--- config.mk ---
export PLATFORM = sky130hd
export DESIGN_NAME = sha256_message_hasher
export DESIGN_NICKNAME = d
export VERILOG_FILES = /design/src/rtl/core/sha256_pkg.sv /design/src/rtl/core/sha256_ram.sv /design/src/rtl/core/sha256_message_hasher.sv
export SDC_FILE = /design/constraint.sdc
export NUM_CORES = 2
export LEC_CHECK = 0
export BUFFER_PORTS_ARGS = -buffer_cell sky130_fd_sc_hd__buf_2
export CAP_MARGIN = 20
export CORE_MARGIN = 2
export CORE_UTILIZATION = 40
export DETAILED_ROUTE_END_ITERATION = 12
export GPL_TIMING_DRIVEN = 0
export PLACE_DENSITY = 0.54
export SLEW_MARGIN = 10
export SYNTH_ARGS = -nofsm -noshare
export SYNTH_HDL_FRONTEND = slang
export SYNTH_HIERARCHICAL = 1
export SYNTH_SLANG_ARGS = --single-unit
--- constraint.sdc ---
create_clock -name clock -period 26 [get_ports clock]
set_clock_uncertainty 0.1 [all_clocks]
set_input_delay 5.2 -clock clock [delete_from_list [all_inputs] [get_ports clock]]
set_output_delay 5.2 -clock clock [all_outputs]
set_load 0.1 [all_outputs]
--- src/rtl/core/sha256_pkg.sv ---
// SHA-256 package: round constants, initial hash values, state codes and helper functions.
// Used by sha256_message_hasher. It has no dependencies.
`timescale 1ns / 1ps
package sha256_pkg;
   localparam int unsigned BlkBytes = 64;

   typedef enum logic [6:0] {
      ST_COLLECT = 7'b0000001,
      ST_PAD     = 7'b0000010,
      ST_LOAD    = 7'b0000100,
      ST_ROUND   = 7'b0001000,
      ST_ADD     = 7'b0010000,
      ST_EMIT    = 7'b0100000,
      ST_WAIT    = 7'b1000000
   } state_type;

   function automatic logic [31:0] round_k(input logic [5:0] i);
      logic [31:0] k [64];
      k = '{
         32'h428a2f98, 32'h71374491, 32'hb5c0fbcf, 32'he9b5dba5, 32'h3956c25b, 32'h59f111f1,
         32'h923f82a4, 32'hab1c5ed5, 32'hd807aa98, 32'h12835b01, 32'h243185be, 32'h550c7dc3,
         32'h72be5d74, 32'h80deb1fe, 32'h9bdc06a7, 32'hc19bf174, 32'he49b69c1, 32'hefbe4786,
         32'h0fc19dc6, 32'h240ca1cc, 32'h2de92c6f, 32'h4a7484aa, 32'h5cb0a9dc, 32'h76f988da,
         32'h983e5152, 32'ha831c66d, 32'hb00327c8, 32'hbf597fc7, 32'hc6e00bf3, 32'hd5a79147,
         32'h06ca6351, 32'h14292967, 32'h27b70a85, 32'h2e1b2138, 32'h4d2c6dfc, 32'h53380d13,
         32'h650a7354, 32'h766a0abb, 32'h81c2c92e, 32'h92722c85, 32'ha2bfe8a1, 32'ha81a664b,
         32'hc24b8b70, 32'hc76c51a3, 32'hd192e819, 32'hd6990624, 32'hf40e3585, 32'h106aa070,
         32'h19a4c116, 32'h1e376c08, 32'h2748774c, 32'h34b0bcb5, 32'h391c0cb3, 32'h4ed8aa4a,
         32'h5b9cca4f, 32'h682e6ff3, 32'h748f82ee, 32'h78a5636f, 32'h84c87814, 32'h8cc70208,
         32'h90befffa, 32'ha4506ceb, 32'hbef9a3f7, 32'hc67178f2};
      return k[i];
   endfunction

   function automatic logic [31:0] init_hash(input logic [2:0] i);
      logic [31:0] h [8];
      h = '{32'h6a09e667, 32'hbb67ae85, 32'h3c6ef372, 32'ha54ff53a,
            32'h510e527f, 32'h9b05688c, 32'h1f83d9ab, 32'h5be0cd19};
      return h[i];
   endfunction

   function automatic logic [31:0] rotr(input logic [31:0] x, input int unsigned n);
      return (x >> n) | (x << (32 - n));
   endfunction
endpackage

--- src/rtl/core/sha256_ram.sv ---
// Generic simple dual-port synchronous RAM with one write port and a registered read.
// It has no dependencies.
`timescale 1ns / 1ps
module sha256_ram #(
   parameter int unsigned Width = 8,
   parameter int unsigned Depth = 64
) (
   input  logic                     clock,
   input  logic                     wr_en,
   input  logic [$clog2(Depth)-1:0] wr_addr,
   input  logic [Width-1:0]         wr_data,
   input  logic [$clog2(Depth)-1:0] rd_addr,
   output logic [Width-1:0]         rd_data
);
   logic [Width-1:0] mem_ff [Depth];

   always_ff @(posedge clock) begin
      if (wr_en) begin
         mem_ff[wr_addr] <= wr_data;
      end
      rd_data <= mem_ff[rd_addr];
   end
endmodule

--- src/rtl/core/sha256_message_hasher.sv ---
// SHA-256 hasher top level: byte collection, padding, round engine and digest output.
// Depends on sha256_pkg and sha256_ram.
`timescale 1ns / 1ps
//  channel | direction | handshake             | payload
//  req     | in        | req_valid/req_ready   | data_byte, byte_present, final_item
//  rsp     | out       | rsp_valid/rsp_ready   | digest_word, word_number, last_word
//
// A word that neither fills a block nor is final leaves the hasher collecting. The
// 64th byte of a block starts a compression: a load pass through the byte RAM,
// 64 rounds of the single round unit and an add into the hash words.
// A final word writes its padding one byte a cycle, runs one or two compressions
// and then offers eight digest words; req_ready stays low until the last is taken
// and while the hash words are set back after it. Reset is synchronous and needs
// no clearing pass; the byte RAM is always written before it is read.
module sha256_message_hasher (
   input  logic        clock,
   input  logic        reset,
   input  logic        req_valid,
   output logic        req_ready,
   input  logic [7:0]  req_data_byte,
   input  logic        req_byte_present,
   input  logic        req_final_item,
   output logic        rsp_valid,
   input  logic        rsp_ready,
   output logic [31:0] rsp_digest_word,
   output logic [2:0]  rsp_word_number,
   output logic        rsp_last_word
);
   import sha256_pkg::*;

   state_type   state_ff, state_in;
   logic [6:0]  fill_ff, fill_in;       // bytes held, or pad write pointer
   logic [63:0] bitlen_ff, bitlen_in;
   logic        final_ff, final_in;     // final padding in progress
   logic        lenpass_ff, lenpass_in; // this compression holds the length
   logic        marked_ff, marked_in;   // the 0x80 pad byte has been written
   logic [6:0]  cnt_ff, cnt_in;
   logic [31:0] h_ff [8];
   logic [31:0] h_in [8];
   logic [31:0] v_ff [8];
   logic [31:0] v_in [8];
   logic [31:0] w_ff [16];
   logic [31:0] w_in [16];
   logic [2:0]  onum_ff, onum_in;

   logic        ram_we;
   logic [5:0]  ram_wa, ram_ra;
   logic [7:0]  ram_wd, ram_rd;

   sha256_ram #(.Width(8), .Depth(BlkBytes)) u_blk (
      .clock(clock), .wr_en(ram_we), .wr_addr(ram_wa), .wr_data(ram_wd),
      .rd_addr(ram_ra), .rd_data(ram_rd)
   );

   logic [31:0] s0, s1, wnext, t1, t2, e, a, kw;

   assign req_ready = (state_ff == ST_COLLECT);
   assign rsp_valid = (state_ff == ST_EMIT);
   assign rsp_digest_word = h_ff[onum_ff];
   assign rsp_word_number = onum_ff;
   assign rsp_last_word = (onum_ff == 3'd7);

   always_comb begin
      s0 = rotr(w_ff[1], 7) ^ rotr(w_ff[1], 18) ^ (w_ff[1] >> 3);
      s1 = rotr(w_ff[14], 17) ^ rotr(w_ff[14], 19) ^ (w_ff[14] >> 10);
      wnext = w_ff[0] + s0 + w_ff[9] + s1;
      e = v_ff[4];
      a = v_ff[0];
      kw = round_k(cnt_ff[5:0]) + w_ff[0];
      t1 = v_ff[7] + (rotr(e, 6) ^ rotr(e, 11) ^ rotr(e, 25))
           + ((e & v_ff[5]) ^ (~e & v_ff[6])) + kw;
      t2 = (rotr(a, 2) ^ rotr(a, 13) ^ rotr(a, 22))
           + ((a & v_ff[1]) ^ (a & v_ff[2]) ^ (v_ff[1] & v_ff[2]));
   end

   always_comb begin
      state_in = state_ff;
      fill_in = fill_ff;
      bitlen_in = bitlen_ff;
      final_in = final_ff;
      lenpass_in = lenpass_ff;
      marked_in = marked_ff;
      cnt_in = cnt_ff;
      h_in = h_ff;
      v_in = v_ff;
      w_in = w_ff;
      onum_in = onum_ff;
      ram_we = 1'b0;
      ram_wa = fill_ff[5:0];
      ram_wd = req_data_byte;
      ram_ra = cnt_ff[5:0];
      case (state_ff)
         ST_COLLECT: begin
            if (req_valid) begin
               if (req_byte_present) begin
                  ram_we = 1'b1;
                  bitlen_in = bitlen_ff + 64'd8;
               end
               fill_in = fill_ff + {6'd0, req_byte_present};
               final_in = req_final_item;
               lenpass_in = 1'b0;
               marked_in = 1'b0;
               cnt_in = '0;
               if (req_byte_present && fill_ff == 7'd63) begin
                  fill_in = '0;
                  state_in = ST_LOAD;
               end else if (req_final_item) begin
                  state_in = ST_PAD;
               end
            end
         end
         ST_PAD: begin
            // First pad byte is 0x80, then zeros, then the length in bytes 56..63.
            ram_we = 1'b1;
            ram_wd = 8'h00;
            marked_in = 1'b1;
            if (cnt_ff == 7'd0) begin
               ram_wd = 8'h80;
               cnt_in = 7'd1;
            end
            if (fill_ff >= 7'd56 && lenpass_ff) begin
               ram_wd = bitlen_ff[8'd63 - {fill_ff[2:0], 3'd0} -: 8];
            end
            fill_in = fill_ff + 7'd1;
            if (fill_ff == 7'd63) begin
               fill_in = '0;
               cnt_in = '0;
               state_in = ST_LOAD;
            end else if (fill_ff == 7'd55 && !lenpass_ff && cnt_ff != 7'd0) begin
               lenpass_in = 1'b1;
            end else if (fill_ff == 7'd55 && !lenpass_ff) begin
               lenpass_in = 1'b1;
            end
         end
         ST_LOAD: begin
            // Shift bytes into the schedule window; the RAM read is registered, so nothing is shifted at count zero.
            if (cnt_ff != 7'd0) begin
               for (int i = 0; i < 15; i++) begin
                  w_in[i] = {w_ff[i][23:0], w_ff[i + 1][31:24]};
               end
               w_in[15] = {w_ff[15][23:0], ram_rd};
            end
            cnt_in = cnt_ff + 7'd1;
            if (cnt_ff == 7'd64) begin
               cnt_in = '0;
               v_in = h_ff;
               state_in = ST_ROUND;
            end
         end
         ST_ROUND: begin
            v_in[7] = v_ff[6];
            v_in[6] = v_ff[5];
            v_in[5] = v_ff[4];
            v_in[4] = v_ff[3] + t1;
            v_in[3] = v_ff[2];
            v_in[2] = v_ff[1];
            v_in[1] = v_ff[0];
            v_in[0] = t1 + t2;
            for (int i = 0; i < 15; i++) begin
               w_in[i] = w_ff[i + 1];
            end
            w_in[15] = wnext;
            cnt_in = cnt_ff + 7'd1;
            if (cnt_ff == 7'd63) begin
               state_in = ST_ADD;
            end
         end
         ST_ADD: begin
            for (int i = 0; i < 8; i++) begin
               h_in[i] = h_ff[i] + v_ff[i];
            end
            cnt_in = '0;
            onum_in = '0;
            if (!final_ff) begin
               state_in = ST_COLLECT;
            end else if (lenpass_ff) begin
               state_in = ST_EMIT;
            end else begin
               // The length is still to be written, and after a final 64th byte the 0x80 byte too.
               state_in = ST_PAD;
               cnt_in = {6'd0, marked_ff};
            end
         end
         ST_EMIT: begin
            if (rsp_ready) begin
               onum_in = onum_ff + 3'd1;
               if (onum_ff == 3'd7) begin
                  state_in = ST_WAIT;
               end
            end
         end
         ST_WAIT: begin
            for (int i = 0; i < 8; i++) begin
               h_in[i] = init_hash(3'(i));
            end
            bitlen_in = '0;
            fill_in = '0;
            final_in = 1'b0;
            state_in = ST_COLLECT;
         end
         default: state_in = ST_COLLECT;
      endcase
   end

   always_ff @(posedge clock) begin
      if (reset) begin
         state_ff <= ST_COLLECT;
         fill_ff <= '0;
         bitlen_ff <= '0;
         final_ff <= 1'b0;
         lenpass_ff <= 1'b0;
         marked_ff <= 1'b0;
         cnt_ff <= '0;
         onum_ff <= '0;
         for (int i = 0; i < 8; i++) begin
            h_ff[i] <= init_hash(3'(i));
         end
      end else begin
         state_ff <= state_in;
         fill_ff <= fill_in;
         bitlen_ff <= bitlen_in;
         final_ff <= final_in;
         lenpass_ff <= lenpass_in;
         marked_ff <= marked_in;
         cnt_ff <= cnt_in;
         onum_ff <= onum_in;
         h_ff <= h_in;
      end
      v_ff <= v_in;
      w_ff <= w_in;
   end

   // Ready and valid are never high together: requests are taken only while collecting.
   a_ready_emit: assert property (@(posedge clock) disable iff (reset)
      !(req_ready && rsp_valid)) else $error("ready and valid together");
   a_last: assert property (@(posedge clock) disable iff (reset)
      rsp_valid && rsp_ready && rsp_last_word |=> !rsp_valid)
      else $error("output after last word");
   a_round: assert property (@(posedge clock) disable iff (reset)
      state_ff == ST_ROUND && cnt_ff == 7'd63 |=> state_ff == ST_ADD)
      else $error("round count broken");
endmodule

==> impl_metrics.py <==
metrics = {
    "outcome": {
        "outcome": "completed",
    },
    "finish": {
        "drive_gt1_frac": 0.08276,
        "fin_nets": 10220,
        "final_core_util": 0.4544,
        "fin_area_sq_um": 107000,
        "area_growth_pct": 12.77,
    },
    "setup_path": {
        "cp_common_cell": "fa_1",
        "arrival_ns": 13.72,
        "required_ns": 26.46,
        "critPathMaxFanout": 14,
        "slowest_delay_ns": 1.12,
        "start_kind": "flip-flop",
        "crit_start": "cnt_ff[0]",
        "worstSetupPathType": "flip-flop to flip-flop",
        "timing.rr.start": "cnt_ff[0]",
        "cp_slowest_cell": "o21ai_0",
        "endpoint_kind": "flip-flop",
    },
    "clock_tree": {
        "numCtsBuffers": 188,
        "clock_sinks": 1632,
        "cts_tree": "done",
        "cts_resized": 0,
        "path_clk_slew_ns": 0.06,
        "clk_latency_ns": 0.89,
        "post_cts_buffers": 0,
        "cts.htree.levels": 4,
        "holdBufCountCts": 0,
        "root_buffer": "clkbuf_16",
        "clockBufferDepth": 3,
    },
    "floorplanning": {
        "die_y_microns": 491.0,
        "core_area_sq_um": 235400,
        "start_util": 0.4029,
        "io_pins": 52,
        "std_cell_rows": 178,
        "dieArea_sq_um": 241000,
        "die_x_microns": 491.0,
    },
    "synth": {
        "avgSynthCellArea_sq_um": 10.20,
        "ys.warnings.count": 6,
        "postSynthCellCount": 9300,
        "syn-num-nets": 9909,
        "synth.cell_area_sq_um": 94850,
        "yosysSeqAreaShare": 0.4795,
        "async_reset_ff_frac": 0,
        "ys_types": 107,
        "synth_edf_count": 1280,
        "ys_ff_latch": 1632,
        "synth_flop_cell": "edfxtp_1",
    },
    "place": {
        "gp_congestion": 1.000,
        "io_buffers": 51,
        "place_area_sq_um": 100500,
        "post-dp-hpwl_microns": 271600,
    },
    "sta": {
        "worst_pin_slew_ns": 1.371,
        "grt_setup_unrepaired": "no",
        "post-route-min-period_ns": 13.26,
        "fmax_mhz": 75.40,
        "tns_ns": 0,
        "holdWs_ns": 0.3927,
        "slew_headroom": 0.07634,
        "drv_slew": 0,
        "final-setup-viol-count": 0,
        "final_hold_viol_count": 0,
        "period_share": 0.5101,
    },
    "power": {
        "p_per_area_nw_per_um2": 58.18,
        "leakage_uw": 0.04201,
        "ir_worst_vdd_uv": 63.38,
    },
    "grt": {
        "grt_max_degree": 37,
        "grt_pass1_wl_microns": 500800,
        "grt_pass1_vias": 70320,
        "grt_overflow": 0,
        "track_usage": 0.2842,
        "antenna_found_initial": 28,
    },
    "hold_path": {
        "worstHoldStart": "marked_ff",
        "hold_class": "flip-flop to flip-flop",
    },
    "job": {
        "drv_cap": 0,
    },
    "drt": {
        "wl_per_cell_microns": 27.17,
        "routed_wl_microns": 351400,
        "firstDrtPassIters": 6,
        "drtIter0Drc": 8726,
        "antenna_left": 0,
        "viasPerCell": 5.717,
        "num_vias": 73950,
        "drc": 0,
    },
}
[cell usage in the layout, fill, tap and decap left out, types with 64 or more instances in the layout]
| cell type | n |
|---|---|
| a21oi_1 | 412 |
| nor2_1 | 452 |
| mux2i_1 | 72 |
| nand2_1 | 2361 |
| clkbuf_16 | 190 |
| nand3_1 | 124 |
| a21o_1 | 196 |
| mux4_2 | 210 |
| a22oi_1 | 64 |
| o21ai_0 | 465 |
| inv_1 | 438 |
| ha_1 | 400 |
| clkbuf_1 | 458 |
| edfxtp_1 | 1280 |
| fa_1 | 195 |
| nor2b_1 | 77 |
| o211ai_1 | 89 |
| dfxtp_1 | 352 |
| xnor2_1 | 329 |
| buf_2 | 65 |
| xor2_1 | 286 |
| nand2b_1 | 98 |
| nor3_1 | 76 |
[metrics by stage]
stage | total power [uW] | setup WS [ns] | std cells
3_3_place_gp | 3518 | 1.465 | 12500
6_report | 6223 | 12.74 | 12940
2_1_floorplan | 3324 | 9.722 | 9300
5_1_grt | 6410 | 12.62 | 12930
4_1_cts | 6249 | 13.30 | 12920
3_5_place_dp | 3519 | 13.36 | 12570
[logic make-up after synthesis]
family / after synthesis / share of synthesized area
simple gates: 3434 / 0.1513
compound gates: 1722 / 0.1146
xor+xnor: 615 / 0.05679
fa+ha+maj: 598 / 0.09423
buf+inv: 960 / 0.03940
flops: 1632 / 0.4795
mux: 339 / 0.06423
[routing by layer]
metal | vias to the layer above | track usage | wire length [microns]
met5 | - | 0 | 121
li1 | 33310 | - | -
met2 | 3302 | 0.4167 | 149700
met1 | 36730 | 0.4137 | 156600
met4 | 16 | 0.09683 | 12880
met3 | 592 | 0.06171 | 32090
[state kept, by name, indices dropped and copies added (netlist names)]
signal / count
a: 32
bitlen_ff: 61
cnt_ff: 7
e: 32
fill_ff: 7
final_ff: 1
h_ff: 256
lenpass_ff: 1
marked_ff: 1
rsp_word_number: 3
state_ff: 7
u_blk/mem_ff: 512
u_blk/rd_data: 8
v_ff: 192
w_ff: 512
[critical path: cells and delay by family (launching register included)]
kind	cells	cell delay, ns
compound gates	17	4.87
fa+ha+maj	7	3.03
buf+inv	6	1.90
simple gates	5	1.56
xor+xnor	3	0.76
flops	1	0.71
[cell usage after synthesis (49+ instances only)]
master	count	area, sq um
nand2_1	2361	8862
edfxtp_1	1280	38440
o21ai_0	473	2367
nor2_1	453	1700
clkbuf_1	448	1682
inv_1	438	1644
a21oi_1	413	2067
ha_1	400	5005
dfxtp_1	352	7047
xnor2_1	329	2882
xor2_1	286	2505
mux4_2	210	4730
a21o_1	196	1471
fa_1	195	3904
nand3_1	124	620.6
nand2b_1	98	613.1
o211ai_1	89	668.1
nor3_1	78	390.4
nor2b_1	77	481.7
mux2i_1	72	720.7
a22oi_1	64	480.5
mux2_2	57	641.9
o21a_1	56	420.4
and3_1	49	306.5
[area by class of cell]
cell class,instances,area [sq um]
repair buffers,121,1635
multi-input cells,6708,45750
fillers,22440,128400
diodes,10,25.02
plain buffers,519,2127
well taps,3150,3941
inverters,441,1655
flip-flops and latches,1632,45480
clock buffers,252,5167
clock inverters,102,1184
[worst paths after layout]
path / to / slack (ns) / cells after the start
worst max-delay path: a[31] / 12.74 / 38
worst min-delay path: marked_ff / 0.39 / 2
worst min register to register: marked_ff / 0.39 / 2
worst max register to register: a[31] / 12.74 / 38
[power by group]
part	total, uW	switching [uW]	leakage [uW]	internal [uW]
Sequential	2850	17.5	0.0145	2830
Combinational	625	406	0.0245	220
Clock	2750	1190	0.00307	1560
Total	6220	1610	0.0420	4610
(Power assumes the default switching activity.)
